<file path="config.mk">
export PLATFORM = sky130hd
export DESIGN_NAME = rad_ctl
export DESIGN_NICKNAME = d
export VERILOG_FILES = /design/src/design/rad_pkg.sv /design/src/design/rad_ctl.sv
export SDC_FILE = /design/constraint.sdc
export NUM_CORES = 1
export LEC_CHECK = 0
export ABC_CLOCK_PERIOD_IN_PS = 1030
export BUFFER_PORTS_ARGS = -buffer_cell sky130_fd_sc_hd__buf_2
export CORE_AREA = 2 2 39 41
export CTS_CLUSTER_DIAMETER = 60
export DETAILED_ROUTE_END_ITERATION = 12
export DIE_AREA = 0 0 41 43
export GPL_ROUTABILITY_DRIVEN = 0
export PLACE_DENSITY_LB_ADDON = 0.25
export SLEW_MARGIN = 5
export SYNTH_ARGS = -nofsm -noshare
export SYNTH_HDL_FRONTEND = slang
export SYNTH_SLANG_ARGS = --single-unit
</file>
<file path="constraint.sdc">
create_clock -name clk -period 1.03 [get_ports clk]
set_input_delay 0.103 -clock clk [delete_from_list [all_inputs] [get_ports clk]]
set_output_delay 0.103 -clock clk [all_outputs]
set_load 0.05 [all_outputs]
</file>
<file path="src/design/rad_pkg.sv">
// ----------------------------------------------------------------------------
// rad_pkg: shared types and constants for the resource allocator
// Sizes, field widths, command and status codes, controller state and the
// command and status groups between the controller and the datapath.
// ----------------------------------------------------------------------------
package rad_pkg;

    localparam int PROCS   = 18;
    localparam int RES     = 20;
    localparam int PROC_W  = $clog2(PROCS);
    localparam int RES_W   = $clog2(RES);
    localparam int CNT_W   = 4;
    localparam int ROW_W   = RES * CNT_W;
    localparam int WORK_W  = $clog2(15 * (PROCS + 1) + 1);
    localparam int LIM_W   = 8;

    localparam int FUNC_W  = 2;
    localparam int PFLD_W  = 5;
    localparam int RFLD_W  = 5;
    localparam int STAT_W  = 3;
    localparam int MASK_W  = 20;
    localparam int ACT_W   = 5;
    localparam int CIDX_W  = 2;
    localparam int IN_W    = 16;
    localparam int OUT_W   = 16;

    localparam logic [CNT_W-1:0] CNT_MAX    = 4'd15;
    localparam logic [CNT_W-1:0] INIT_RST   = 4'd10;
    localparam logic [CNT_W-1:0] LIMIT_RST  = 4'd7;
    localparam logic [ACT_W-1:0] ACTIVE_RST = 5'd18;

    typedef enum logic [FUNC_W-1:0] {
        FN_REQ  = 2'd0,
        FN_REL  = 2'd1,
        FN_TERM = 2'd2,
        FN_DET  = 2'd3
    } func_t;

    typedef enum logic [STAT_W-1:0] {
        ST_GRANT  = 3'd0,
        ST_DENY   = 3'd1,
        ST_RDONE  = 3'd2,
        ST_RIGN   = 3'd3,
        ST_TERM   = 3'd4,
        ST_NONE   = 3'd5,
        ST_VICTIM = 3'd6
    } status_t;

    typedef enum logic [CIDX_W-1:0] {
        CFG_SHARED = 2'd0,
        CFG_INIT   = 2'd1,
        CFG_LIMIT  = 2'd2,
        CFG_ACTIVE = 2'd3
    } cfg_idx_t;

    typedef enum logic [3:0] {
        S_IDLE,
        S_ITEM_RD,
        S_ITEM_EX,
        S_DET_START,
        S_SCAN_RD,
        S_SCAN_CHK,
        S_VIC_SEL,
        S_VIC_FREE,
        S_DONE
    } state_t;

    typedef logic [RES-1:0][CNT_W-1:0] cnt_row_t;

    typedef struct packed {
        logic in_ready;
        logic rd_item;
        logic exec_item;
        logic det_start;
        logic rd_scan;
        logic chk_scan;
        logic sel_vic;
        logic free_vic;
        logic load_out;
    } cmd_t;

    typedef struct packed {
        func_t func;
        logic  lim_zero;
        logic  scan_last;
        logic  progress;
        logic  vic_found;
        logic  out_room;
    } sts_t;

    function automatic logic [CNT_W-1:0] sat_add(input logic [CNT_W-1:0] a,
                                                 input logic [CNT_W-1:0] b);
        logic [CNT_W:0] s;
        s = {1'b0, a} + {1'b0, b};
        return (s > {1'b0, CNT_MAX}) ? CNT_MAX : s[CNT_W-1:0];
    endfunction

endpackage

</file>
<file path="src/design/rad_ctl.sv">
// ----------------------------------------------------------------------------
// rad_ctl: allocator controller
// Sequences item handling, the detection scan and victim release.
// ----------------------------------------------------------------------------
module rad_ctl
    import rad_pkg::*;
(
    input  logic clk,
    input  logic rst_n,
    input  logic s_tvalid,
    input  sts_t sts,
    output cmd_t cmd
);

    state_t state_reg;
    state_t state_next;

    always_ff @(posedge clk or negedge rst_n)
    begin
        if (!rst_n)
        begin
            state_reg <= S_IDLE;
        end
        else
        begin
            state_reg <= state_next;
        end
    end

    always_comb
    begin
        state_next = state_reg;
        unique case (state_reg)
            S_IDLE:
            begin
                if (s_tvalid)
                begin
                    state_next = S_ITEM_RD;
                end
            end
            S_ITEM_RD:
            begin
                state_next = (sts.func == FN_DET) ? S_DET_START : S_ITEM_EX;
            end
            S_ITEM_EX:
            begin
                state_next = S_DONE;
            end
            S_DET_START:
            begin
                state_next = sts.lim_zero ? S_VIC_SEL : S_SCAN_RD;
            end
            S_SCAN_RD:
            begin
                state_next = S_SCAN_CHK;
            end
            S_SCAN_CHK:
            begin
                if (sts.scan_last && !sts.progress)
                begin
                    state_next = S_VIC_SEL;
                end
                else
                begin
                    state_next = S_SCAN_RD;
                end
            end
            S_VIC_SEL:
            begin
                state_next = sts.vic_found ? S_VIC_FREE : S_DONE;
            end
            S_VIC_FREE:
            begin
                state_next = S_DONE;
            end
            S_DONE:
            begin
                if (sts.out_room)
                begin
                    state_next = S_IDLE;
                end
            end
            default:
            begin
                state_next = S_IDLE;
            end
        endcase
    end

    always_comb
    begin
        cmd = '0;
        unique case (state_reg)
            S_IDLE:      cmd.in_ready  = 1'b1;
            S_ITEM_RD:   cmd.rd_item   = 1'b1;
            S_ITEM_EX:   cmd.exec_item = 1'b1;
            S_DET_START: cmd.det_start = 1'b1;
            S_SCAN_RD:   cmd.rd_scan   = 1'b1;
            S_SCAN_CHK:  cmd.chk_scan  = 1'b1;
            S_VIC_SEL:   cmd.sel_vic   = 1'b1;
            S_VIC_FREE:  cmd.free_vic  = 1'b1;
            S_DONE:      cmd.load_out  = sts.out_room;
            default:     cmd = '0;
        endcase
    end

endmodule

</file>
---- After elaboration in Yosys (flattened, before gate mapping) ----
Index checks and enable logic that the tools add are counted.
storage, ports and cells
  register bits after elaboration ......... 4
  input bits .............................. 10
cells by class
  eq/ne operators ......................... 11
  multiplexer cells ....................... 16
  reduce and logical (&&, ||, !) cells .... 5
operator list
  cell                                                  count
  case mux 4 bit (8 select lines)                       1
  equality test 4 x 3 -> 1 bit (second input constant)  4
  2-to-1 mux 4 bit                                      3
  2-to-1 mux 1 bit                                      10
  equality test 4 x 2 -> 1 bit (second input constant)  2
  equality test 4 x 1 -> 1 bit (second input constant)  1
  equality test 4 bit (second input constant)           1
  zero test 4 bit                                       1
  2-to-1 mux 2 bit                                      2
  inequality test 2 bit (second input constant)         2
  equality test 2 bit (second input constant)           1
  AND reduction 2 bit                                   1
  OR reduction 2 bit                                    1
  logical AND 1 bit                                     1
  zero test 1 bit                                       1

---- Logic depth before layout (Yosys ltp) ----
  word-level depth ........................ 4
  gate-level depth with buffers ........... 4

---- Worst setup path after synthesis ----
OpenSTA, ideal clock, no wires.
  kind .................................... reg-to-output
  start ................................... register state_reg[1]
  end ..................................... output cmd[8] (netlist bit)
  arrival time ............................ 2.083 ns
  slack ................................... -1.156 ns
  stages on the path, launching flop included .. 3
  path buffers ............................ 1
  cells stage by stage .................... dfrtp_1 > buf_6 > nor4_1
RTL lines
  element                 line           RTL
  from (decl)             rad_ctl.sv:15  state_t state_reg;
  from (signal assigned)  rad_ctl.sv:26  state_reg <= state_next;
  to (decl)               rad_ctl.sv:12  output cmd_t cmd

==> results.json <==
{
  "grt_pass1_wl_mm": 2.097,
  "yosys_warnings": 0,
  "crit_chain": "buf_6 -> nor4_4 -> buf_6",
  "crit_slowest_cell": "dfrtp_2",
  "rsz0062_at_grt": "yes",
  "p_per_area_nw_per_um2": 3512,
  "layout-drive-gt1-share_pct": 83.15,
  "cp_max_fo": 6,
  "drt-met1-wl_um": 536,
  "top_layer_used": "met4",
  "clkLatencyLatePin_ns": 0.24,
  "peakVddDrop_mv": 1.372,
  "max_slew_margin_pct": 83.47,
  "crit_type": "register to primary output",
  "wl_met2_um": 748,
  "final_antenna_net_count": 0,
  "maxCapViolations": 0,
  "antenna_found_initial": 0,
  "die_w_um": 41,
  "cpPeakStageDelay_ns": 0.45,
  "gr-usage-all-layers_pct": 18.13,
  "skew_ns": 0.005657,
  "setup_slack_ns": -0.3303,
  "wl_met3_um": 45,
  "drc": 0,
  "viasPerCell": 4.743,
  "io_buffer_count": 18,
  "ys_types": 21,
  "ys_seq_area_share_pct": 29.41,
  "wirelength_mm": 1.344,
  "utilization_pct": 65.10,
  "startpoint_type": "register",
  "initial_core_util_pct": 24.59,
  "via_count": 498,
  "largest_reg_flops": 4,
  "die_area_um2": 1763,
  "cts_buffers": 3,
  "n_fill_cell": 118,
  "syn_area_um2": 340.3,
  "grt_max_degree": 8,
  "ctsLongestPathBuffers": 2,
  "numClockSinks": 4,
  "area_growth_pct": 164.7,
  "num_antenna_cells": 0,
  "worst_slew_pin_slew_ns": 0.2479,
  "clock-root-buffer": "clkbuf_4",
  "synth_seq_cells": 4,
  "whs_ns": 0.1793,
  "grt-ovfl-total": 0,
  "pin_count": 19,
  "h-tree-depth": 1,
  "power.leakage_nw": 0.4093,
  "worst_setup_path_end_kind": "primary output",
  "setup_viol": 13,
  "placementRows": 14,
  "synth_commonest_cells": "nor2_1 (5), nor3_1 (5), dfrtp_1 (4), nand2b_1 (4), buf_6 (3)",
  "async_flop_share_pct": 100.0,
  "synth.largest_area_cell": "dfrtp_1",
  "hp-class": "input pin to register",
  "synth_flop_cell": "dfrtp_1",
  "layout.nets": 101,
  "cts_tree": "done",
  "grt_pass1_vias": 502,
  "setup_tns_ns": -3.509,
  "run_status": "finished with violations",
  "core_area_um2": 1384,
  "period_share_pct": 132.1,
  "period_needed_ns": 1.360,
  "synth_area_leaders": "dfrtp_1 (29%), buf_6 (9.9%), nand2b_1 (7.4%)",
  "arrival_ns": 1.26,
  "drv_slew": 0,
  "synth_edf_count": 0,
  "wl_per_cell_um": 12.80,
  "final_cells": 105,
  "dp_hpwl_um": 759.2,
  "dp.cells": 85,
  "synth_nets": 50,
  "hold_viol_final": 0,
  "power_mw": 3.164,
  "die_y_um": 43,
  "cp.required_ns": 0.93,
  "maxClockFrequency_mhz": 735.1,
  "path_common_cell": "buf_6",
  "dr.first_iter.drc_count": 2,
  "synth_cells": 40,
  "clk_pin_slew_ns": 0.04,
  "violations": "negative setup slack",
  "syn_area_per_cell_um2": 8.508,
  "firstDrtPassIters": 2,
  "synth_top_area_share_pct": 29.41
}
[what timing repair did]
action	CTS	global route
setup endpoints to repair	13	13
pin swaps	5	3
buffers inserted	14	2
gates resized for setup	33	6
hold buffers	1	0
endpoints found under the hold margin	4	0
[worst paths after layout]
path	to	cells past startpoint	slack [ns]	from
hold reg to reg	state_reg[2]$_DFFE_PN0P_	2	0.67	state_reg[3]$_DFFE_PN0P_
hold / removal	state_reg[0]$_DFFE_PN0P_	3	0.18	s_tvalid
setup / recovery	cmd[8]	3	-0.33	state_reg[0]$_DFFE_PN0P_
setup reg to reg	state_reg[1]$_DFFE_PN0P_	6	-0.32	state_reg[0]$_DFFE_PN0P_
min in group asynchronous	state_reg[3]$_DFFE_PN0P_	2	0.20	rst_n
max in group asynchronous	state_reg[2]$_DFFE_PN0P_	2	0.69	rst_n
[per-stage QoR]
step                      cell area (um2)  setup slack (ns)
after global placement              620.6           -0.2754
final                               900.9           -0.3303
after detailed placement            620.6           -0.2715
after global routing                900.9           -0.4001
after floorplan                     446.7           -0.2734
after CTS                           854.6           -0.3354
[cell families (layout without fill, tap and decap cells)]
logic type | Yosys count | count (layout) | share of synthesized area [%]
buffers and inverters | 5 | 54 | 13.23
DFF | 4 | 4 | 29.41
and+or+nand+nor | 23 | 23 | 38.97
AOI/OAI and AO/OA | 8 | 8 | 18.38
[layout make-up]
cell class / count / area [um2] / share of cell area (%)
timing repair buffer: 50 / 416.7 / 46.25
inverter: 1 / 6.256 / 0.6944
sequential: 4 / 105.1 / 11.67
tap: 16 / 20.02 / 2.222
multi-input combinational: 31 / 330.3 / 36.67
clock buffer: 3 / 22.52 / 2.500
[worst max-delay path: cells and delay by family (launching register included)]
| kind | cells | cell delay, ns |
|---|---|---|
| buffers and inverters | 2 | 0.33 |
| flip-flops | 1 | 0.45 |
| AND/OR/NAND/NOR | 1 | 0.25 |
[layer usage]
layer	global-route usage (%)	vias up
met4	12.00	0
met1	20.78	235
met2	29.69	17
met5	0	-
li1	-	244
met3	1.571	2
[placed cells by master (no fill, tap or decap)]
| cell type | instances |
|---|---|
| dlygate4sd3_1 | 1 |
| nand2_8 | 1 |
| buf_8 | 2 |
| nor2_1 | 2 |
| o21ai_1 | 1 |
| buf_2 | 10 |
| dfrtp_2 | 4 |
| nand2b_4 | 2 |
| nor4b_4 | 1 |
| a31oi_1 | 1 |
| o22ai_1 | 1 |
| inv_4 | 1 |
| a311oi_1 | 1 |
| and3b_1 | 2 |
| buf_4 | 24 |
| a311oi_2 | 1 |
| a21o_1 | 1 |
| nor4_4 | 1 |
| nor4_2 | 1 |
| nor3_1 | 1 |
| and4b_2 | 1 |
| nor3_4 | 4 |
| clkbuf_4 | 3 |
| nor2_4 | 3 |
| nand2b_1 | 2 |
| nand2_2 | 1 |
| nand2_1 | 1 |
| a21oi_2 | 1 |
| buf_6 | 13 |
| a21oi_1 | 1 |
[report_power, final]
group	total [mW]	switching, mW	internal, mW
Clock	0.197	0.0664	0.131
Combinational	2.58	1.28	1.30
Sequential	0.388	0.142	0.246
Power figures use the tool's default switching activity.
